## src/rtl/core/kpnf_pkg.sv

```systemverilog
// Shared types and constants of the keyed pixel neighbourhood fill.
package kpnf_pkg;

   localparam int CHAN_W  = 8;
   localparam int PIX_W   = 3 * CHAN_W;
   localparam int ROW_W   = 11;
   localparam int SIZE_W  = 12;
   localparam int CSR_W   = 12;
   localparam int CSR_A_W = 2;
   localparam int MAX_HEIGHT = 2048;

   typedef logic [PIX_W-1:0]  pixel_type;
   typedef logic [CHAN_W-1:0] chan_type;

   typedef enum logic [CSR_A_W-1:0] {
      CSR_IMAGE_WIDTH    = 2'd0,
      CSR_IMAGE_HEIGHT   = 2'd1,
      CSR_KEY_DARK_MAX   = 2'd2,
      CSR_KEY_BRIGHT_MIN = 2'd3
   } csr_index_type;

   typedef struct packed {
      chan_type dark_max;
      chan_type bright_min;
   } key_cfg_type;

   function automatic logic is_key(input pixel_type p, input key_cfg_type k);
      logic r;
      r = (p[7:0] <= k.dark_max) && (p[15:8] >= k.bright_min) &&
          (p[23:16] <= k.dark_max);
      return r;
   endfunction

endpackage

```

## src/rtl/core/kpnf_window.sv

```systemverilog
// Window of column sums of non-key pixels plus the centre row, and the window totals.
module kpnf_window import kpnf_pkg::*; #(
   parameter int SPAN  = 5,
   parameter int TS_W  = 13,
   parameter int CNT_W = 5
) (
   input  logic                       clock,
   input  logic                       shift,
   input  logic                       en,
   input  logic [(SPAN-1)*PIX_W-1:0]  lines,
   input  pixel_type                  pix,
   input  key_cfg_type                kcfg,
   output logic [TS_W-1:0]            tot_ff [3],
   output logic [CNT_W-1:0]           num_ff,
   output pixel_type                  cpix_ff,
   output logic                       ckey_ff
);

   localparam int HALF = SPAN / 2;
   localparam int CS_W = $clog2(255 * SPAN + 1);
   localparam int CC_W = $clog2(SPAN + 1);

   logic [CS_W-1:0] colsum_ff [SPAN][3];
   logic [CC_W-1:0] colcnt_ff [SPAN];
   pixel_type       crow_ff [SPAN];
   logic            ckrow_ff [SPAN];
   logic [CS_W-1:0] colsum_in [3];
   logic [CC_W-1:0] colcnt_in;
   pixel_type       column [SPAN];
   logic            colkey [SPAN];
   logic [TS_W-1:0] tot_in [3];
   logic [CNT_W-1:0] num_in;

   always_comb begin
      for (int k = 0; k < SPAN; k++) begin
         column[k] = (k < SPAN - 1) ? lines[k*PIX_W +: PIX_W] : pix;
         colkey[k] = is_key(column[k], kcfg);
      end
      colcnt_in = '0;
      for (int ch = 0; ch < 3; ch++) begin
         colsum_in[ch] = '0;
      end
      for (int k = 0; k < SPAN; k++) begin
         if (!colkey[k]) begin
            colcnt_in = colcnt_in + CC_W'(1);
            for (int ch = 0; ch < 3; ch++) begin
               colsum_in[ch] = colsum_in[ch] + CS_W'(column[k][ch*CHAN_W +: CHAN_W]);
            end
         end
      end
   end

   always_ff @(posedge clock) begin
      if (shift) begin
         for (int j = 0; j < SPAN - 1; j++) begin
            colsum_ff[j] <= colsum_ff[j+1];
            colcnt_ff[j] <= colcnt_ff[j+1];
            crow_ff[j]   <= crow_ff[j+1];
            ckrow_ff[j]  <= ckrow_ff[j+1];
         end
         colsum_ff[SPAN-1] <= colsum_in;
         colcnt_ff[SPAN-1] <= colcnt_in;
         crow_ff[SPAN-1]   <= column[HALF];
         ckrow_ff[SPAN-1]  <= colkey[HALF];
      end
   end

   always_comb begin
      num_in = '0;
      for (int ch = 0; ch < 3; ch++) begin
         tot_in[ch] = '0;
      end
      for (int j = 0; j < SPAN; j++) begin
         num_in = num_in + CNT_W'(colcnt_ff[j]);
         for (int ch = 0; ch < 3; ch++) begin
            tot_in[ch] = tot_in[ch] + TS_W'(colsum_ff[j][ch]);
         end
      end
   end

   always_ff @(posedge clock) begin
      if (en) begin
         tot_ff  <= tot_in;
         num_ff  <= num_in;
         cpix_ff <= crow_ff[HALF];
         ckey_ff <= ckrow_ff[HALF];
      end
   end

endmodule

```

## config.mk

```make
export PLATFORM = sky130hd
export DESIGN_NAME = kpnf_window
export DESIGN_NICKNAME = d
export VERILOG_FILES = /design/src/rtl/core/kpnf_pkg.sv /design/src/rtl/core/kpnf_window.sv
export SDC_FILE = /design/constraint.sdc
export NUM_CORES = 1
export LEC_CHECK = 0
export BUFFER_PORTS_ARGS = -buffer_cell sky130_fd_sc_hd__buf_2
export CAP_MARGIN = 20
export CORE_MARGIN = 2
export CORE_UTILIZATION = 65
export DETAILED_ROUTE_END_ITERATION = 10
export MAX_ROUTING_LAYER = met4
export PLACE_DENSITY = 0.86
export RECOVER_POWER = 50
export SLEW_MARGIN = 20
export SYNTH_ARGS = -nofsm -noshare
export SYNTH_HDL_FRONTEND = slang
export SYNTH_SLANG_ARGS = --single-unit
```

## constraint.sdc

```tcl
create_clock -name clock -period 19.6 [get_ports clock]
set_input_delay 4.9 -clock clock [delete_from_list [all_inputs] [get_ports clock]]
set_output_delay 4.9 -clock clock [all_outputs]
set_load 0.05 [all_outputs]
```

* After elaboration in Yosys (flattened, before gate mapping)
Memories as Yosys holds them, arrays and structs flattened. Index checks and enable logic that the tools add are counted.
Word-level totals: flip-flop bits (word level) 69, bits in writable memories 305, word-level logic and storage cells 79, memories 4
Cells by class: add/subtract/negate cells 32, magnitude comparators 15, multiplexer cells 12, reductions and logical operators 10
Memory list:
- colsum_ff | words 5, width 33, read ports 5, clocked after Yosys merged registers in 0, wr ports 5, RTL line kpnf_window.sv:23 | logic [CS_W-1:0] colsum_ff [SPAN][3];
- crow_ff | words 5, width 24, read ports 4, clocked after Yosys merged registers in 0, wr ports 5, RTL line kpnf_window.sv:25 | pixel_type crow_ff [SPAN];
- colcnt_ff | words 5, width 3, read ports 5, clocked after Yosys merged registers in 0, wr ports 5, RTL line kpnf_window.sv:24 | logic [CC_W-1:0] colcnt_ff [SPAN];
- ckrow_ff | words 5, width 1, read ports 4, clocked after Yosys merged registers in 0, wr ports 5, RTL line kpnf_window.sv:26 | logic ckrow_ff [SPAN];
Operator list (count):
- 11-bit by 8-bit adder with 11-bit output | 12
- 33-bit 2-to-1 mux | 4
- 8-bit less-or-equal comparator | 10
- 13-bit by 11-bit adder with 13-bit output | 6
- 8-bit >= comparator | 5
- 12-bit by 11-bit adder with 13-bit output | 3
- 11-bit by 11-bit adder with 12-bit output | 3
- 30-bit 2-to-1 mux | 1
- 3-bit by 1-bit adder with 3-bit output, second input constant | 4
- 3-bit 2-to-1 mux | 4
- 5-bit by 3-bit adder with 5-bit output | 2
- 1-bit logical AND | 10
- 4-bit by 3-bit adder with 5-bit output | 1
- 3-bit by 3-bit adder with 4-bit output | 1
- 1-bit 2-to-1 mux | 3

* Logic depth before layout (Yosys ltp)
Gate-level depths: netlist of run 1.
word-level depth 12, gate-level depth with buffers 42, gate-level depth less buffers 40

* Worst setup path after synthesis of run 1
No wires, ideal clock.
path type in2reg, from input kcfg[9] (netlist name), to memory colsum_ff[0][141] (netlist name) (data pin), library setup time 0.268 ns, arrival time 11.225 ns, required time 19.332 ns, slack 8.108 ns, cell stages on the path 40, path buffers 2, cells stage by stage inv_1 ha_1 nor2b_1 o21a_1 o21ai_1 a21oi_1 o22ai_2 nand4_4 buf_2 clkbuf_1 and2_1 ha_1 nor2b_1 o21a_1 or2_2 xnor2_1 nand2_1 o21ai_1 [4 not listed] a21bo_2 nor2_1 o21bai_1 ha_1 o21a_1 o31a_1 a21oi_1 mux2i_1 o21ai_0 ha_1 o21a_1 o31a_1 o31a_1 o21a_1 and3_1 o22ai_1 mux2i_1 xor2_1
RTL lines:
- start, declared | RTL line kpnf_window.sv:12 | input key_cfg_type kcfg,
- end, declared | RTL line kpnf_window.sv:23

==> impl_metrics.py, run 1 <==
metrics = {
    "setup_path": {
        "crit_top_cell": "o21a_1",
        "slowest_delay_ns": 0.44,
        "critPathKind": "in -> reg",
        "r2r_slack_ns": 14.92,
        "timing.rr.start": "colsum_ff[0][12]$_DFFE_PP_",
        "cp-end-kind": "register",
        "r2r-end": "tot_ff[24]$_DFFE_PP_",
        "rr_worst_depth": 18,
        "startpoint_type": "primary input",
        "worstPathMaxFanout": 37,
        "worstPathArrival_ns": 12.47,
        "critPathSlowestCell": "nand4_4",
        "required_ns": 19.89,
    },
    "detailed_routing": {
        "wl_met3_um": 3900,
        "met2_length_um": 24100,
        "drc_errors": 0,
        "post_drt_via_cell_ratio": 6.10,
        "top_layer": "met4",
        "drt-initial-drc-count": 1456,
        "routed_wl_um": 51400,
        "dr_total_vias": 15000,
        "antenna_left": 0,
        "drt_first_pass_iters": 5,
        "wl_per_cell_um": 20.9,
        "wl_met1_um": 21700,
    },
    "run_status": {
        "status": "complete, but fails checks",
        "violations": "capacitance limit, slew limit",
    },
    "hold_path": {
        "worstHoldPathType": "reg -> reg",
        "worst_hold_startpoint": "crow_ff[0][98]$_DFFE_PP_",
        "min_to": "crow_ff[0][74]$_DFFE_PP_",
        "holdPathStages": 0,
    },
    "pwr": {
        "ir_drop_uv": 127,
        "p_per_area_nw_per_um2": 183,
        "p_leak_nw": 10.2,
        "seqPwrFrac_pct": 26.5,
        "switchingPower_mw": 1.88,
        "comb_power_share_pct": 58.5,
        "p_clk_share_pct": 15.0,
        "p_total_mw": 4.44,
        "p_int_mw": 2.57,
        "netSwitchingFraction_pct": 42.2,
    },
    "clocking": {
        "post_cts_resized": 0,
        "clk_latency_ns": 0.57,
        "clock-sinks": 324,
        "cts_htree_levels": 1,
        "root_buffer": "clkbuf_16",
        "cts_buffers": 31,
        "cts_tree": "yes",
        "holdBufCountCts": 0,
        "clk_pin_slew_ns": 0.07,
        "post_cts_buffers": 0,
        "cts_buffer_depth": 3,
    },
    "grt": {
        "grt_max_degree": 108,
        "grt_pass1_vias": 15400,
        "track_usage_pct": 30.8,
        "grt_pass1_wl_um": 82000,
        "antenna_found_initial": 3,
        "grt_overflow": 0,
    },
    "synthesis": {
        "synth-async-reset-ratio_pct": 0,
        "syn_area_um2": 21700,
        "synth_cell_types": 81,
        "syn_nets": 2285,
        "syn_inst": 1760,
        "synth_warnings": 0,
        "synth_flop_cell": "edfxtp_1",
        "synth_edf_count": 324,
        "yosysSeqAreaShare_pct": 44.9,
        "synth-seq-cells": 324,
        "syn_area_per_cell_um2": 12.3,
    },
    "sta": {
        "slew_violations": 108,
        "clock_skew_ns": 0.0174,
        "maxSlewHeadroom_pct": -280,
        "fin_crit_ns": 12.18,
        "setup_tns_ns": 0,
        "rsz0062_at_grt": "false",
        "period_share_pct": 62.1,
        "setup_viol": 0,
        "hold_violations": 0,
        "tightest_slew_ns": 5.70,
        "max_freq_mhz": 82.1,
    },
    "floorplan": {
        "die_h_um": 187,
        "dieArea_um2": 34800,
        "rows": 66,
        "die_w_um": 187,
        "ios": 208,
        "core_region_area_um2": 32700,
        "start_util_pct": 66.3,
    },
    "finish": {
        "final_net_count": 2507,
        "syn_to_final_growth_pct": 12.1,
        "drive_gt1_share_pct": 14.6,
        "final_common_cell": "edfxtp_1",
        "fill_cells": 2103,
        "final_cell_mix": "edfxtp_1 (324), ha_1 (270), buf_2 (182)",
    },
    "placed_design": {
        "portBuffers": 207,
        "gp_congestion": 0.981,
        "hpwl_um": 38300,
    },
    "run": {
        "cap_violations": 1,
    },
}
Yosys cell counts, types with 7 or more instances:
cell type	instances	area [µm²]
edfxtp_1	324	9730
ha_1	270	3380
inv_1	130	488
a21oi_1	124	621
fa_1	116	2320
o21ai_0	107	536
nor2_1	91	342
nand2_1	79	297
xnor2_1	61	534
o21a_1	39	293
a21o_1	37	278
nor2b_1	31	194
xor2_1	24	210
and2_1	23	144
nand2b_1	21	131
o21ai_1	21	105
nand4_1	19	119
o21bai_1	17	128
nor3_1	16	80.1
o211ai_1	14	105
mux2_2	13	146
a31oi_1	12	75.1
mux2i_1	12	120
o31a_1	11	96.3
buf_2	10	50.1
nand3_1	10	50.1
a211oi_1	9	67.6
a21boi_1	8	60.1
a21bo_2	7	70.1
and3_1	7	43.8
clkbuf_1	7	26.3
state kept, by name, summed over array words and instances (netlist names):
signal / flops
ckey_ff: 1
colcnt_ff: 15
crow_ff: 72
colsum_ff: 165
num_ff: 5
ckrow_ff: 3
tot_ff: 39
cpix_ff: 24
cell families (layout without fill, tap and decap cells):
| group | after synthesis | count (layout) | share of synthesized area, % |
|---|---|---|---|
| buffers and inverters | 158 | 405 | 2.90 |
| XOR/XNOR | 89 | 89 | 3.74 |
| flip-flops | 324 | 324 | 44.9 |
| adder cells (fa/ha/maj) | 386 | 386 | 26.3 |
| AND/OR/NAND/NOR | 322 | 322 | 7.46 |
| multiplexers | 27 | 27 | 1.40 |
| AO/OA/AOI/OAI | 454 | 454 | 13.3 |
| other | 0 | 3 | 0 |
power groups by stage:
stage | Combinational (mW) | Sequential (mW) | Clock (mW)
3_5_place_dp | 2.50 | 1.19 | 0
4_1_cts | 2.57 | 1.18 | 0.673
2_1_floorplan | 1.74 | 1.33 | 0
6_report | 2.60 | 1.18 | 0.664
3_3_place_gp | 2.34 | 1.17 | 0
5_1_grt | 2.87 | 1.20 | 0.697
stage by stage:
stage / utilization (%) / instance area [µm²] / setup WS (ns) / instances / hold slack (ns)
5_1_grt: 74.3 / 24300 / 6.81 / 2452 / 0.422
6_report: 74.3 / 24300 / 7.42 / 2452 / 0.418
4_1_cts: 74.4 / 24300 / 7.53 / 2449 / 0.419
3_3_place_gp: 70.9 / 23200 / 7.26 / 2391 / 0.401
3_5_place_dp: 70.9 / 23200 / 6.97 / 2391 / 0.405
2_1_floorplan: - / 21700 / 8.11 / 1760 / 0.400
per-layer routing:
metal	GRT usage [%]	up-vias
met5	-	-
met2	48.9	690
met4	9.80	0
met1	42.0	7234
li1	-	6923
met3	3.48	114
how the worst max path moves through the flow:
| stage | startpoint | to | slack, ns | cells after the start |
|---|---|---|---|---|
| 6_report | kcfg[9] | colsum_ff[0][141]$_DFFE_PP_ | 7.42 | 41 |
| 5_1_grt | kcfg[9] | colsum_ff[0][141]$_DFFE_PP_ | 6.81 | 41 |
| 4_1_cts | kcfg[9] | colsum_ff[0][141]$_DFFE_PP_ | 7.53 | 41 |
| 3_5_place_dp | kcfg[9] | colsum_ff[0][141]$_DFFE_PP_ | 6.97 | 41 |
| 3_3_place_gp | kcfg[9] | colsum_ff[0][141]$_DFFE_PP_ | 7.26 | 41 |
| 2_1_floorplan | kcfg[9] | colsum_ff[0][141]$_DFFE_PP_ | 8.11 | 40 |
final cells by class:
class | count | area, µm² | share of cell area, %
Antenna cell | 3 | 7.51 | 0.0309
Clock buffer | 35 | 791 | 3.26
Clock inverter | 23 | 347 | 1.43
Inverter | 134 | 503 | 2.07
Multi-Input combinational cell | 1278 | 11300 | 46.6
Sequential cell | 324 | 9730 | 40.1
Tap cell | 442 | 553 | 2.28
Timing Repair Buffer | 213 | 1050 | 4.32
critical path: cells and delay by family:
family / cells / cell delay (ns)
buffers and inverters: 4 / 0.63
adders and majority gates: 6 / 1.79
AOI/OAI and AO/OA: 19 / 3.00
and+or+nand+nor: 8 / 1.55
muxes: 2 / 0.31
xor gates and xnor gates: 2 / 0.28
Note: power is estimated with default switching activity, not from simulation.
==> run 2, diff against run 1 <==
- ABC_AREA: unset -> 1
- CORE_UTILIZATION: 65 -> 61
- PLACE_DENSITY: 0.86 -> 0.82
- clock period: 19.6 -> 12.1 ns (I/O delays scaled with it)
==> impl_metrics.py, run 2 <==
metrics = {
    "setup_path": {
        "rr_worst_depth": 17,
        "critPathKind": "in -> reg",
        "startpoint_type": "primary input",
        "cp-end-kind": "register",
        "worstPathMaxFanout": 26,
        "worstPathArrival_ns": 9.65,
        "critPathSlowestCell": "fa_1",
        "required_ns": 12.42,
        "slowest_delay_ns": 0.41,
        "crit_top_cell": "nand2_1",
    },
    "synthesis": {
        "yosys.area_share.simple_pct": 14.8,
        "synth_top_area_share_pct": 44.0,
        "synth-seq-cells": 324,
        "yosys.cell_count.top_type": "nand2_1",
        "synth_top_cell_by_area": "edfxtp_1",
        "syn_area_per_cell_um2": 10.6,
        "syn_area_um2": 22100,
        "synth_cell_types": 43,
        "synth_top_family_by_area": "adder cells",
        "muxShareOfSynthArea_pct": 0,
        "synth_compound_area_share_pct": 6.70,
        "yosys-top-cells-count": "nand2_1 (418), edfxtp_1 (324), ha_1 (270), inv_1 (250), a21oi_1 (158)",
        "synth_edf_count": 324,
        "netlist_top_cells_area": "edfxtp_1 (44%), ha_1 (15%), fa_1 (11%)",
        "synth_flop_cell": "edfxtp_1",
        "synth-async-reset-ratio_pct": 0,
        "yosys.area_share.adder_pct": 25.8,
        "synth-xor-area-share_pct": 3.72,
        "syn_nets": 2617,
        "yosysSeqAreaShare_pct": 44.0,
        "syn_inst": 2092,
        "synth_warnings": 0,
    },
    "grt": {
        "antenna_found_initial": 7,
        "track_usage_pct": 27.3,
        "grt_pass1_wl_um": 79400,
        "grt_pass1_vias": 15700,
        "grt_max_degree": 175,
        "grt_overflow": 0,
    },
    "clocking": {
        "clk_latency_ns": 0.58,
        "cts_buffers": 31,
        "clk_pin_slew_ns": 0.06,
        "root_buffer": "clkbuf_16",
        "holdBufCountCts": 0,
        "post_cts_buffers": 0,
        "cts_htree_levels": 1,
        "cts_tree": "yes",
        "cts_buffer_depth": 3,
        "clock-sinks": 324,
        "post_cts_resized": 0,
    },
    "floorplan": {
        "rows": 69,
        "start_util_pct": 62.0,
        "dieArea_um2": 37800,
        "ios": 208,
        "core_region_area_um2": 35700,
        "die_h_um": 194,
        "die_w_um": 194,
    },
    "pwr": {
        "switchingPower_mw": 3.04,
        "p_clk_share_pct": 13.2,
        "seqPwrFrac_pct": 27.6,
        "comb_power_share_pct": 59.2,
        "p_leak_nw": 11.2,
        "p_per_area_nw_per_um2": 283,
        "p_int_mw": 3.91,
        "netSwitchingFraction_pct": 43.7,
        "ir_drop_uv": 162,
        "p_total_mw": 6.95,
    },
    "placed_design": {
        "gp_congestion": 0.949,
        "portBuffers": 207,
        "dpl_cell_area_um2": 23600,
        "dpl_worst_slack_ns": 2.23,
        "hpwl_um": 38800,
    },
    "finish": {
        "final_common_cell": "nand2_1",
        "largest_reg_flops": 165,
        "fin_area_um2": 24600,
        "largestRegisters": "colsum_ff (165), crow_ff (72), tot_ff (39)",
        "syn_to_final_growth_pct": 11.1,
        "final_cell_mix": "nand2_1 (418), edfxtp_1 (324), ha_1 (270)",
        "regMostFlops": "colsum_ff",
        "final_net_count": 2837,
        "drive_gt1_share_pct": 11.3,
    },
    "sta": {
        "tightest_slew_ns": 4.45,
        "clock_skew_ns": 0.0232,
        "max_freq_mhz": 107,
        "rsz0062_at_grt": "false",
        "hold_violations": 0,
        "setup_viol": 0,
        "period_share_pct": 77.1,
        "setup_tns_ns": 0,
        "slew_violations": 82,
        "worst_slack_ns": 2.77,
        "maxSlewHeadroom_pct": -197,
        "fin_crit_ns": 9.33,
    },
    "detailed_routing": {
        "post_drt_via_cell_ratio": 5.58,
        "antenna_left": 0,
        "wl_per_cell_um": 17.7,
        "drc_errors": 3,
        "drt-initial-drc-count": 946,
        "routed_wl_um": 49800,
        "drt_first_pass_iters": 10,
        "dr_total_vias": 15700,
    },
    "run_status": {
        "status": "complete, but fails checks",
        "violations": "DRC, capacitance limit, slew limit",
    },
    "run": {
        "cap_violations": 1,
    },
    "hold_path": {
        "holdPathStages": 0,
        "worstHoldPathType": "reg -> reg",
    },
}
[run 2: changes by cell type in the layout (fill, tap and decap cells not counted), sizes merged, moves of 21 or more]
cell and change:
o21a -32, inv +121, xor2 +25, a21oi +29
nand2 +343, xnor2 -21, or2 +25, nand3 +139
nor2b -31, nand2b -21, a21o -30, o21ai -64
nor2 -29
[run 2: worst paths after layout]
path                                            startpoint                          end  slack (ns)
worst min-delay path              crow_ff[0][90]$_DFFE_PP_     crow_ff[0][66]$_DFFE_PP_        0.42
worst max register to register  colsum_ff[0][12]$_DFFE_PP_         tot_ff[24]$_DFFE_PP_        8.09
worst min register to register    crow_ff[0][90]$_DFFE_PP_     crow_ff[0][66]$_DFFE_PP_        0.42
worst max-delay path                               kcfg[9]  colsum_ff[0][139]$_DFFE_PP_        2.77
[run 2: logic make-up after synthesis]
group | Yosys count
AO/OA/AOI/OAI | 269
XOR/XNOR | 93
adder cells (fa/ha/maj) | 386
buffers and inverters | 278
flip-flops | 324
AND/OR/NAND/NOR | 742
[run 2: worst max-delay path: cells and delay by family]
kind	cells	cell delay [ns]
AND/OR/NAND/NOR	21	2.85
XOR/XNOR	1	0.14
adder cells (fa/ha/maj)	6	1.95
AO/OA/AOI/OAI	7	1.17
buffers and inverters	6	0.51
[run 2: layout make-up]
| cell class | instances | area [µm²] |
|---|---|---|
| multi-input combinational | 1490 | 11300 |
| fill | 2666 | 11100 |
| clock buffer | 39 | 806 |
| antenna | 8 | 20.0 |
| inverter | 255 | 957 |
| timing repair buffer | 210 | 1040 |
| tap | 461 | 577 |
| clock inverter | 18 | 149 |
| sequential | 324 | 9730 |
[run 2: metrics by stage]
stage          util [%]  cells  hold WS [ns]
2_1_floorplan         -   2092         0.400
3_3_place_gp       66.3   2740         0.401
3_5_place_dp       66.3   2740         0.405
4_1_cts            69.0   2797         0.419
5_1_grt            68.9   2805         0.422
6_report           68.9   2805         0.417
[run 2: power groups by stage]
stage / clock [mW] / sequential [mW] / combinational [mW]
2_1_floorplan: 0 / 2.18 / 2.91
3_3_place_gp: 0 / 1.92 / 3.85
3_5_place_dp: 0 / 1.94 / 4.04
4_1_cts: 0.930 / 1.92 / 4.10
5_1_grt: 0.972 / 1.95 / 4.66
6_report: 0.917 / 1.92 / 4.11
[run 2: metal layers]
| metal | track usage [%] | vias up | share of wire [%] |
|---|---|---|---|
| met5 | - | - | 0 |
| met2 | 43.8 | 507 | 47 |
| met4 | 10.0 | 0 | 3.6 |
| met3 | 3.14 | 112 | 5.8 |
| met1 | 36.3 | 7411 | 44 |
| li1 | - | 7635 | - |
