**config.mk**
```make
export PLATFORM = sky130hd
export DESIGN_NAME = kpnf_mean
export DESIGN_NICKNAME = d
export VERILOG_FILES = /design/src/rtl/core/kpnf_pkg.sv /design/src/rtl/core/kpnf_mean.sv
export SDC_FILE = /design/constraint.sdc
export NUM_CORES = 1
export LEC_CHECK = 0
export BUFFER_PORTS_ARGS = -buffer_cell sky130_fd_sc_hd__buf_2
export CORE_ASPECT_RATIO = 0.5
export CORE_MARGIN = 5
export CORE_UTILIZATION = 50
export DETAILED_ROUTE_END_ITERATION = 8
export HOLD_SLACK_MARGIN = 0.02
export MAX_ROUTING_LAYER = met4
export PLACE_DENSITY = 0.75
export RECOVER_POWER = 50
export SYNTH_ARGS = -nofsm -noshare
export SYNTH_HDL_FRONTEND = slang
export SYNTH_SLANG_ARGS = --single-unit
```
**constraint.sdc**
```tcl
create_clock -name clock -period 19.9 [get_ports clock]
set_input_delay 2.985 -clock clock [delete_from_list [all_inputs] [get_ports clock]]
set_output_delay 2.985 -clock clock [all_outputs]
set_load 0.05 [all_outputs]
```
**src/rtl/core/kpnf_pkg.sv**
```systemverilog
// Shared types and constants of the keyed pixel neighbourhood fill.
package kpnf_pkg;

   localparam int CHAN_W  = 8;
   localparam int PIX_W   = 3 * CHAN_W;
   localparam int ROW_W   = 11;
   localparam int SIZE_W  = 12;
   localparam int CSR_W   = 12;
   localparam int CSR_A_W = 2;
   localparam int MAX_HEIGHT = 2048;

   typedef logic [PIX_W-1:0]  pixel_type;
   typedef logic [CHAN_W-1:0] chan_type;

   typedef enum logic [CSR_A_W-1:0] {
      CSR_IMAGE_WIDTH    = 2'd0,
      CSR_IMAGE_HEIGHT   = 2'd1,
      CSR_KEY_DARK_MAX   = 2'd2,
      CSR_KEY_BRIGHT_MIN = 2'd3
   } csr_index_type;

   typedef struct packed {
      chan_type dark_max;
      chan_type bright_min;
   } key_cfg_type;

   function automatic logic is_key(input pixel_type p, input key_cfg_type k);
      logic r;
      r = (p[7:0] <= k.dark_max) && (p[15:8] >= k.bright_min) &&
          (p[23:16] <= k.dark_max);
      return r;
   endfunction

endpackage

```
**src/rtl/core/kpnf_mean.sv**
```systemverilog
// Mean of the non-key pixels by reciprocal multiplication, and the fill decision.
module kpnf_mean import kpnf_pkg::*; #(
   parameter int SPAN  = 5,
   parameter int TS_W  = 13,
   parameter int CNT_W = 5,
   parameter int LIMIT = 12
) (
   input  logic             clock,
   input  logic             en,
   input  logic [TS_W-1:0]  tot [3],
   input  logic [CNT_W-1:0] num,
   input  pixel_type        cpix,
   input  logic             ckey,
   output pixel_type        res_pix,
   output logic             res_fill
);

   localparam int AREA  = SPAN * SPAN;
   // Exact floor division for any dividend below 2**TS_W and divisor up to AREA.
   localparam int SH    = TS_W + CNT_W;
   localparam int RW    = SH + 1;
   localparam int PW    = TS_W + RW;

   logic [RW-1:0] recip_tab [AREA+1];
   logic [PW-1:0] prod_ff [3];
   logic          fill_ff;
   pixel_type     cpix_ff;

   for (genvar d = 0; d <= AREA; d++) begin : g_recip
      if (d == 0) begin : g_zero
         assign recip_tab[d] = '0;
      end else begin : g_div
         localparam longint unsigned RC = ((64'd1 << SH) + d - 1) / d;
         assign recip_tab[d] = RW'(RC);
      end
   end

   always_ff @(posedge clock) begin
      if (en) begin
         for (int ch = 0; ch < 3; ch++) begin
            prod_ff[ch] <= PW'(tot[ch]) * PW'(recip_tab[num]);
         end
         fill_ff <= ckey && (num > CNT_W'(LIMIT));
         cpix_ff <= cpix;
      end
   end

   always_comb begin
      res_fill = fill_ff;
      res_pix  = cpix_ff;
      if (fill_ff) begin
         for (int ch = 0; ch < 3; ch++) begin
            res_pix[ch*CHAN_W +: CHAN_W] = prod_ff[ch][SH +: CHAN_W];
         end
      end
   end

endmodule

```
## Word level (Yosys, flattened, before mapping)

Memory sizes are Yosys's and may differ from the RTL's.
Index checks and enable logic that the tools add are counted.

- Flip-flop bits (word level): 25
- Bits in writable memories: 96
- Memory bits (read-only): 608
- Input bits: 71
- Output and inout port bits: 25
- Memories kept: 2

- Multiply operators: 3
- Order comparisons: 2
- Mux-type cells: 5
- Bitwise gates (word level): 1
- Reductions and logical operators: 1

Memory list:

| memory | depth | bits a word | read ports | clocked after memory_dff | write ports | line | RTL |
|---|---|---|---|---|---|---|---|
| (no name shown) | 32 | 19 | 1 | 0 | 0 | kpnf_mean.sv:41 | `prod_ff[ch] <= PW'(tot[ch]) * PW'(recip_tab[num]);` |
| prod_ff | 3 | 32 | 3 | 0 | 3 | kpnf_mean.sv:25 | `logic [PW-1:0] prod_ff [3];` |

Operators with widths:

| kind | number |
|---|---|
| 13-bit by 19-bit multiplier with 32-bit output | 3 |
| 19-bit 2-to-1 mux | 2 |
| 24-bit 2-to-1 mux | 1 |
| 6-bit greater-or-equal comparator, second input constant | 1 |
| 5-bit inverter with 6-bit output | 1 |
| 5-bit by 4-bit > comparator with 1-bit output, second input constant | 1 |
| 1-bit 2-to-1 mux | 2 |
| 1-bit logical AND | 1 |

## Logic depth before layout (Yosys ltp)

Gate-level depths: netlist (run 1).

- Depth in word-level cells: 5
- Gate-level depth with buffers: 28
- Depth with buffers taken out: 26

## Least setup slack after synthesis (run 1)

No wires, ideal clock.

- Path kind: input port to flip-flop
- Start: in num[3]
- End: mem prod_ff[0][89] (netlist name), data pin
- Setup time: 0.262 ns
- Data arrival time: 8.910 ns
- Setup slack: 10.728 ns
- Stages on the path: 25
- Cells stage by stage: buf_4 buf_2 buf_1 o21ai_0 a21oi_1 clkbuf_1 clkbuf_1 nand2_1 fa_1 fa_1 fa_1 inv_1 fa_1 inv_1 fa_1 inv_1 ha_1 a21oi_1 o21ai_0 a2111oi_0 o21ai_0 a41oi_2 nor3_1 a2111oi_4 xnor2_1

RTL lines:

| item | line | RTL |
|---|---|---|
| start, declared | kpnf_mean.sv:11 | `input logic [CNT_W-1:0] num,` |
| end, declared | kpnf_mean.sv:25 |  |

==> results of run 1 <==
==> cells in the mapped netlist, types with 3 or more instances <==
master    number  area [sq um]
xor2_1        18           158
and2_1       286          1790
o21bai_1       3          22.5
a21oi_1       40           200
and3_1        23           144
a21o_1        12          90.1
nand3_1       12          60.1
buf_2          6          30.0
clkbuf_1     116           435
mux2_2        25           282
nand2_1      409          1540
o211ai_1       3          22.5
a311oi_1       4          35.0
nand3b_1       3          22.5
nor4_1         3          18.8
o21a_1         6          45.0
a31oi_1        4          25.0
mux2i_1        4          40.0
buf_1         14          52.6
fa_1         519         10400
a211oi_1       8          60.1
inv_1        631          2370
o21ai_0       12          60.1
nor2_1        27           101
ha_1         157          1960
xnor2_1       33           289
nand4_1       11          68.8
nand2b_1       3          18.8
a221oi_1       3          26.3
edfxtp_1      49          1470
nor3_1        11          55.1
nor2b_1        8          50.1
==> final cells by class <==
cell class | count | area, sq um
Timing Repair Buffer | 117 | 634
Sequential cell | 49 | 1470
Fill cell | 3893 | 20400
Tap cell | 588 | 736
Inverter | 631 | 2370
Antenna cell | 1 | 2.50
Multi-Input combinational cell | 1684 | 18000
Clock inverter | 3 | 43.8
Clock buffer | 5 | 125
==> per-layer routing <==
layer / global-route usage / part of all wire / wire (microns) / vias up
met2: 0.407 / 0.50 / 27200 / 526
li1: - / - / - / 7233
met4: 0.0750 / 0.030 / 1610 / 0
met1: 0.308 / 0.41 / 22300 / 8512
met5: - / 0 / 0 / -
met3: 0.0246 / 0.058 / 3140 / 124
==> layout by cell type, fill, tap and decap left out, types with 23 or more instances in the layout <==
cell type	synthesis	layout
inv_1	631	631
fa_1	519	519
nand2_1	409	409
and2_1	286	286
ha_1	157	157
buf_2	6	93
edfxtp_1	49	49
a21oi_1	40	39
xnor2_1	33	33
nor2_1	27	26
mux2_2	25	25
and3_1	23	23
==> report_power, final <==
part	total (mW)	switching, mW	internal [mW]
Combinational	2.95	1.72	1.23
Sequential	0.239	0.0106	0.228
Clock	0.112	0.0522	0.0600
==> logic make-up (layout without fill, tap and decap cells) <==
| family | after synthesis | after routing |
|---|---|---|
| AOI/OAI and AO/OA | 119 | 119 |
| xor gates and xnor gates | 53 | 53 |
| adders and majority gates | 676 | 676 |
| buffers and inverters | 769 | 756 |
| DFF | 49 | 49 |
| muxes | 29 | 29 |
| other | 0 | 1 |
| and+or+nand+nor | 807 | 807 |
==> worst max-delay path, cell delays in order <==
cell and delay, ns:
buf_2 0.16, inv_1 0.15, ha_1 0.37, nand2_1 0.26, nand4_2 0.50, and2_1 0.85
nand2_1 0.16, fa_1 0.42, fa_1 0.47, fa_1 0.55, inv_1 0.05, fa_1 0.48
inv_1 0.05, fa_1 0.48, inv_1 0.05, ha_1 0.28, a21oi_1 0.14, o21ai_0 0.09
a2111oi_0 0.92, o21ai_0 0.25, a41oi_2 0.31, nor3_1 0.14, a2111oi_4 0.34, xnor2_1 0.12
==> through the flow <==
| step | total power, mW | std cells | cell area [sq um] | setup WS, ns | hold WS [ns] |
|---|---|---|---|---|---|
| after detailed placement | 3.19 | 3069 | 23300 | 9.12 | 3.16 |
| final | 3.30 | 3078 | 23400 | 9.42 | 2.82 |
| after CTS | 3.33 | 3077 | 23400 | 9.46 | 2.81 |
| after floorplan | 2.49 | 2502 | 22300 | 10.73 | 3.08 |
| after global routing | 3.77 | 3077 | 23400 | 8.97 | 2.81 |
| after global placement | 3.08 | 3069 | 23300 | 9.31 | 3.16 |
==> sequential cells by signal (all words and copies together) (netlist names) <==
name	cells
prod_ff	24
res_fill	1
cpix_ff	24
==> final timing paths <==
| kind | endpoint | slack, ns | cells after the start |
|---|---|---|---|
| setup / recovery | prod_ff[0][89] | 9.42 | 24 |
| hold / removal | cpix_ff[20] | 2.82 | 1 |
==> summary.txt, run 1 <==
Placed design
  – RePlAce Congestion: 0.891
  – Post-DP HPWL: 41100 microns
  – Port Buffer Count: 95

Detailed routing
  – Initial drt markers: between 1000 and 1500
  – Final Routed Wirelength: 54300 microns
  – Detailed Routing Iterations Pass 1: 5
  – Via count: 16400
  – DR WL/cell: 17.6 microns
  – Vias per inst: between 5 and 6
  – DRC errors left: 0
  – Antenna-violating nets left: 0

Timing
  – Fmax: 0.0954 GHz
  – Max-slew violations: 30
  – Post-route setup TNS: 0 ns
  – Hold Vio Cnt, Final: 0
  – Slew Limit Headroom: -0.225
  – RSZ-0062 raised after global routing: false
  – Period utilisation layout: 0.527
  – Final setup violation count: 0
  – Post-layout minimum cycle time: 10.48 ns
  – Worst slew pin tran: 1.84 ns

Global route
  – First-pass GRT wire length: 93000 microns
  – Largest net degree at the start of global routing: 40
  – Total GRT Usage: 0.240
  – Grt ovf: 0
  – Vias in the first global route: 18500
  – Initial antenna violation count: 0

Clocking
  – Max Buffers Root-to-Sink: 2
  – Clk pin slew, worst setup/hold paths: 0.09 ns
  – Total CTS buffers: 5
  – CTS HTree Levels: 2
  – Sink Count: 49
  – Root buffer cell: clkbuf_16
  – Post-CTS resize count: 0
  – Post-CTS Setup Bufs: 0
  – Hold-fix buffer count after cts: 0
  – CTS tree: built

Yosys
  – Post-synthesis cell type count: 64
  – Dominant synthesized flop cell: edfxtp_1
  – Flops & latches, synth: 49
  – Synth Area in Adders: 0.553
  – Post-synthesis compound-gate area fraction: 0.0371
  – Post-synth design cell area: 22300 sq um
  – Main combinational cell family by area after synthesis: adder cells
  – Syn. warnings: 0
  – Sequential share of the synthesized area: 0.0659
  – Post-Syn Instances: 2502
  – Mux contribution to synthesized area: 0.0144
  – Async SR Flop Fraction: 0
  – Post-synth EDFFs: 49
  – Fraction of the mapped netlist area in simple logic gates: 0.177
  – Xor/xnor share of the synthesized area: 0.0220
  – Mapped Nets: 3249
  – Avg Cell Area, Syn: ~9 sq um

Cells and area
  – Final Util: 0.534
  – Share of layout cells above drive strength 1: 0.0663
  – Area Overhead vs Synth: 4.89%
  – Final net count: 3235

Power and ir drop
  – PD cells: 141 nW/um^2
  – Peak supply drop: 0.000139 V
  – Leak: 11.9 nW

Status
  – Failing checks: max-capacitance violations, max-slew violations
  – Outcome: complete, but fails checks

Worst setup path
  – Worst Setup End Kind: flop
  – Worst Setup SP: num[0]
  – CP max FO: 23
  – Worst EP required: 19.98 ns
  – Startpoint Class: input pin
  – Worst path arrival time: 10.56 ns
  – CP Class: input pin to flop

Min path
  – Min-delay src: cpix[20]
  – Min-delay worst type: input pin to flop

Die
  – Die extent in y: 159 microns
  – Initial Utilization: 0.509
  – Row cnt: between 50 and 60
  – Die ar.: 49200 sq um
  – Core Area: about 44000 sq um
  – I/O Pins: 96
  – Chip width: approximately 310 microns

Flow run
  – Max cap viols: 1
Note: power is estimated with default switching activity, not from simulation.
==> inputs of run 2 (changes only) <==
Clock period 19.9 ns to 10.12 ns, I/O delays scaled along.
==> summary.txt, run 2 (synthesis gave the netlist of run 1 again) <==
Status
  – Outcome: complete, but fails checks
  – Failing checks: max-capacitance violations, max-slew violations

Min path
  – Min-delay worst type: input pin to flop

Die
  – Core Area: 43800 sq um
  – I/O Pins: 96
  – Initial Utilization: 0.509
  – Chip width: 309 microns
  – Row cnt: 54
  – Die ar.: 49200 sq um
  – Die extent in y: 159 microns

Worst setup path
  – CP Class: input pin to flop
  – Critical path's slowest cell: fa_1
  – Worst path arrival time: 8.67 ns
  – Worst EP required: between 10 and 15 ns
  – Startpoint Class: input pin
  – CP max FO: 26
  – Max incr delay on CP: 0.56 ns
  – Worst path most repeated cell: fa_1
  – Worst Setup End Kind: flop

Power and ir drop
  – Clk pwr share: 0.034
  – Register share of total power: 0.073
  – Internal power: approximately 3.0 mW
  – Switching Share: 0.539
  – Peak supply drop: 0.000242 V
  – PD cells: 274 nW/um^2
  – Leak: 11.9 nW
  – NetSw: 3.46 mW
  – Gate power share: 0.893

Clocking
  – Sink Count: 49
  – Post-CTS Setup Bufs: 0
  – CTS HTree Levels: 2
  – Root buffer cell: clkbuf_16
  – Hold-fix buffer count after cts: 0
  – CTS tree: built
  – Post-CTS resize count: 0
  – Clk pin slew, worst setup/hold paths: 0.09 ns
  – Max Buffers Root-to-Sink: 2
  – Total CTS buffers: 5

Detailed routing
  – Vias per inst: 5.32
  – Antenna-violating nets left: 0
  – DRC errors left: 0
  – DR WL/cell: 17.4 microns
  – Initial drt markers: 1111
  – Detailed Routing Iterations Pass 1: 5
  – Final Routed Wirelength: between 50000 and 60000 microns
  – Via count: between 15000 and 20000

Timing
  – RSZ-0062 raised after global routing: false
  – Worst slew pin tran: 3.29 ns
  – Max-slew violations: 50
  – Hold Vio Cnt, Final: 0
  – Post-layout minimum cycle time: 8.60 ns
  – Final setup violation count: 0
  – Fmax: ~0.12 GHz
  – Period utilisation layout: 0.850
  – Final hold slack: 1.36 ns
  – Slew Limit Headroom: -1.19
  – Post-route setup TNS: 0 ns

Placed design
  – Post-DP HPWL: 41100 microns
  – Port Buffer Count: 95
  – RePlAce Congestion: 0.875
  – Post-place instance area: 23300 sq um

Global route
  – Grt ovf: 0
  – Largest net degree at the start of global routing: 50
  – Total GRT Usage: 0.235
  – First-pass GRT wire length: 90900 microns
  – Initial antenna violation count: 1
  – Vias in the first global route: 18100

Cells and area
  – Share of layout cells above drive strength 1: 0.0693
  – Final net count: 3241
  – Most frequent cells in the layout: 631 x inv_1, 519 x fa_1, 409 x nand2_1
  – Post-route cell area: 23500 sq um
  – Area Overhead vs Synth: 5.10%
  – Commonest non-fill, non-tap cell in the layout: inv_1

Flow run
  – Max cap viols: 1
## run 2: worst paths after layout
check | slack, ns | cells after the start | start | endpoint
worst max-delay path | 1.52 | 25 | num[4] | prod_ff[0][25]
worst min-delay path | 1.36 | 1 | cpix[21] | cpix_ff[21]
## run 2: power by group through the flow
| stage | Sequential, mW | Combinational, mW | Clock, mW |
|---|---|---|---|
| after floorplan | 0.462 | 4.43 | 0 |
| after global placement | 0.475 | 5.57 | 0 |
| after detailed placement | 0.475 | 5.74 | 0 |
| after CTS | 0.472 | 5.80 | 0.228 |
| after global routing | 0.478 | 6.64 | 0.235 |
| final | 0.472 | 5.74 | 0.218 |
## run 2: routing by layer
metal | part of all wire | track usage | wire length (microns)
met1 | 0.41 | 0.301 | 21900
met2 | 0.49 | 0.390 | 26400
met3 | 0.071 | 0.0360 | 3800
met4 | 0.027 | 0.0684 | 1440
met5 | 0 | - | 0
## run 2: final cells by class
type / count / area [sq um]
clock buffer: 5 / 125
sequential: 49 / 1470
timing repair buffer: 123 / 682
multi-input combinational: 1684 / 18000
tap: 588 / 736
clock inverter: 3 / 43.8
fill: 3843 / 20400
inverter: 631 / 2370
antenna: 1 / 2.50
## run 2: worst max-delay path, delay by kind of cell
| family | cells | cell delay, ns |
|---|---|---|
| buffers and inverters | 6 | 1.39 |
| AO/OA/AOI/OAI | 4 | 1.00 |
| XOR/XNOR | 1 | 0.09 |
| AND/OR/NAND/NOR | 8 | 1.80 |
| adder cells (fa/ha/maj) | 6 | 2.84 |
## run 2: per-stage QoR
stage	power (mW)	setup slack (ns)	utilization	std cells
2_1_floorplan	4.90	2.41	-	2502
3_3_place_gp	6.05	1.37	0.531	3075
3_5_place_dp	6.21	1.27	0.531	3075
4_1_cts	6.50	1.60	0.535	3083
5_1_grt	7.35	1.01	0.535	3084
6_report	6.43	1.52	0.535	3084
==> inputs of run 3 (changes only) <==
Clock period 10.12 ns to 8.84 ns, I/O delays scaled along.
==> summary.txt, run 3 (synthesis gave the netlist of run 1 again) <==
Cells and area
  – Area Overhead vs Synth: 5.45%
  – FF+latch area: 1470 sq um
  – Share of layout cells above drive strength 1: 0.0715
  – Commonest non-fill, non-tap cell in the layout: inv_1
  – Fillers: a little under 4000
  – Final net count: 3248
  – Area of the multi-input gates: 18000 sq um
  – Most frequent cells in the layout: 631 x inv_1, 519 x fa_1, 409 x nand2_1

Detailed routing
  – Detailed Routing Iterations Pass 1: 5
  – DR WL/cell: 17.4 microns
  – Initial drt markers: 1035
  – DRC errors left: 0
  – Vias per inst: 5.33
  – Final Routed Wirelength: 53900 microns
  – Via count: 16500
  – Antenna-violating nets left: 0

Power and ir drop
  – Final total power: between 7 and 8 mW
  – Peak supply drop: around 0.00028 V
  – Leak: 11.9 nW
  – PD cells: 312 nW/um^2

Clocking
  – Root buffer cell: clkbuf_16
  – Post-CTS Setup Bufs: 0
  – CTS tree: built
  – Clk pin slew, worst setup/hold paths: 0.09 ns
  – Sink Count: 49
  – Total CTS buffers: 5
  – Max Buffers Root-to-Sink: 2
  – Post-CTS resize count: 0
  – Hold-fix buffer count after cts: 0
  – CTS HTree Levels: 2

Timing
  – Post-layout minimum cycle time: 8.27 ns
  – Final setup violation count: 0
  – Max-slew violations: 52
  – Fmax: 0.121 GHz
  – Worst slew pin tran: 1.65 ns
  – Period utilisation layout: 0.936
  – Hold Vio Cnt, Final: 0
  – RSZ-0062 raised after global routing: false
  – Post-route setup TNS: 0 ns
  – Slew Limit Headroom: -0.101

Die
  – Initial Utilization: 0.509
  – Die extent in y: 159 microns
  – Core Area: 43800 sq um
  – Chip width: 309 microns
  – I/O Pins: 96
  – Die ar.: 49200 sq um
  – Row cnt: between 50 and 60

Status
  – Outcome: complete, but fails checks
  – Failing checks: max-capacitance violations, max-slew violations

Worst setup path
  – CP endpoint: prod_ff[0][25]
  – Startpoint Class: input pin
  – Cell Chain, Critical Path: buf_2, inv_1, ha_1, nand2_1, a311oi_1, a41o_1, buf_4, nand2_1, fa_1, fa_1, inv_1, fa_1, fa_1, inv_1, fa_1, inv_1, ha_1, or4_1, a311oi_1, a211oi_1, a221o_1, nor4_1, nor3_1, xnor2_1
  – Worst EP required: 8.91 ns
  – Worst Setup End Kind: flop
  – CP Class: input pin to flop
  – Critical path's slowest cell: a41o_1
  – Worst Setup SP: num[0]
  – Worst path arrival time: approximately 8.3 ns
  – Max incr delay on CP: 0.58 ns
  – CP max FO: 17
  – Worst path most repeated cell: fa_1

Global route
  – Top Usage Layer GRT: met2
  – Grt ovf: 0
  – Largest net degree at the start of global routing: 33
  – GRT met2 Usage: 0.399
  – Vias in the first global route: 18300
  – Initial antenna violation count: 1
  – Met3 Use GR: 0.0335
  – Total GRT Usage: 0.235
  – First-pass GRT wire length: 91100 microns
  – Met1 Use GR: 0.300

Placed design
  – Port Buffer Count: between 90 and 100
  – RePlAce Congestion: between 0.9 and 1
  – Post-DP HPWL: 42500 microns

Flow run
  – Max cap viols: 2

Min path
  – Min-delay worst type: input pin to flop
[run 3: cell count changes in the layout (fill, tap and decap cells not counted), sizes merged]
cell / change
clkbuf: +1
buf: +6
[run 3: how the worst min path moves through the flow]
stage	start	end	slack, ns	cells past startpoint
floorplan	cpix[0]	cpix_ff[0]	1.42	0
global placement	cpix[6]	cpix_ff[6]	1.50	1
detailed placement	cpix[6]	cpix_ff[6]	1.50	1
CTS	cpix[17]	cpix_ff[17]	1.16	1
global route	cpix[20]	cpix_ff[20]	1.16	1
finish	cpix[19]	cpix_ff[19]	1.17	1
[run 3: final cells by class]
type                    count  area share
clock buffers               5     0.00531
multi-input cells        1684       0.766
flip-flops and latches     49      0.0625
repair buffers            130      0.0322
inverters                 631       0.101
well taps                 588      0.0312
diodes                      1    0.000106
clock inverters             3     0.00186
[run 3: through the flow]
step | hold slack (ns) | instances | instance area [sq um] | utilization | setup WS [ns]
after floorplan | 1.42 | 2502 | 22300 | - | 1.33
after global placement | 1.50 | 3082 | 23400 | 0.533 | 0.461
after detailed placement | 1.50 | 3082 | 23400 | 0.533 | 0.329
after CTS | 1.16 | 3090 | 23600 | 0.537 | 0.662
after global routing | 1.16 | 3091 | 23500 | 0.537 | 0.245
final | 1.17 | 3091 | 23500 | 0.537 | 0.568
[run 3: power breakdown]
part	internal [mW]	total [mW]	switching [mW]	leakage (nW)
Clock	0.135	0.251	0.116	0.0842
Combinational	2.74	6.55	3.80	11.4
Sequential	0.514	0.538	0.0246	0.479
[run 3: worst max-delay path: cells and delay by family]
kind / cells / cell delay (ns)
xor gates and xnor gates: 1 / 0.13
buffers and inverters: 6 / 0.78
adders and majority gates: 7 / 3.01
AOI/OAI and AO/OA: 5 / 1.86
and+or+nand+nor: 5 / 1.22
[run 3: routing by layer]
layer,wire length (microns),part of all wire
met1,22300,0.41
met2,26800,0.50
met3,3440,0.064
met4,1260,0.023
met5,0,0
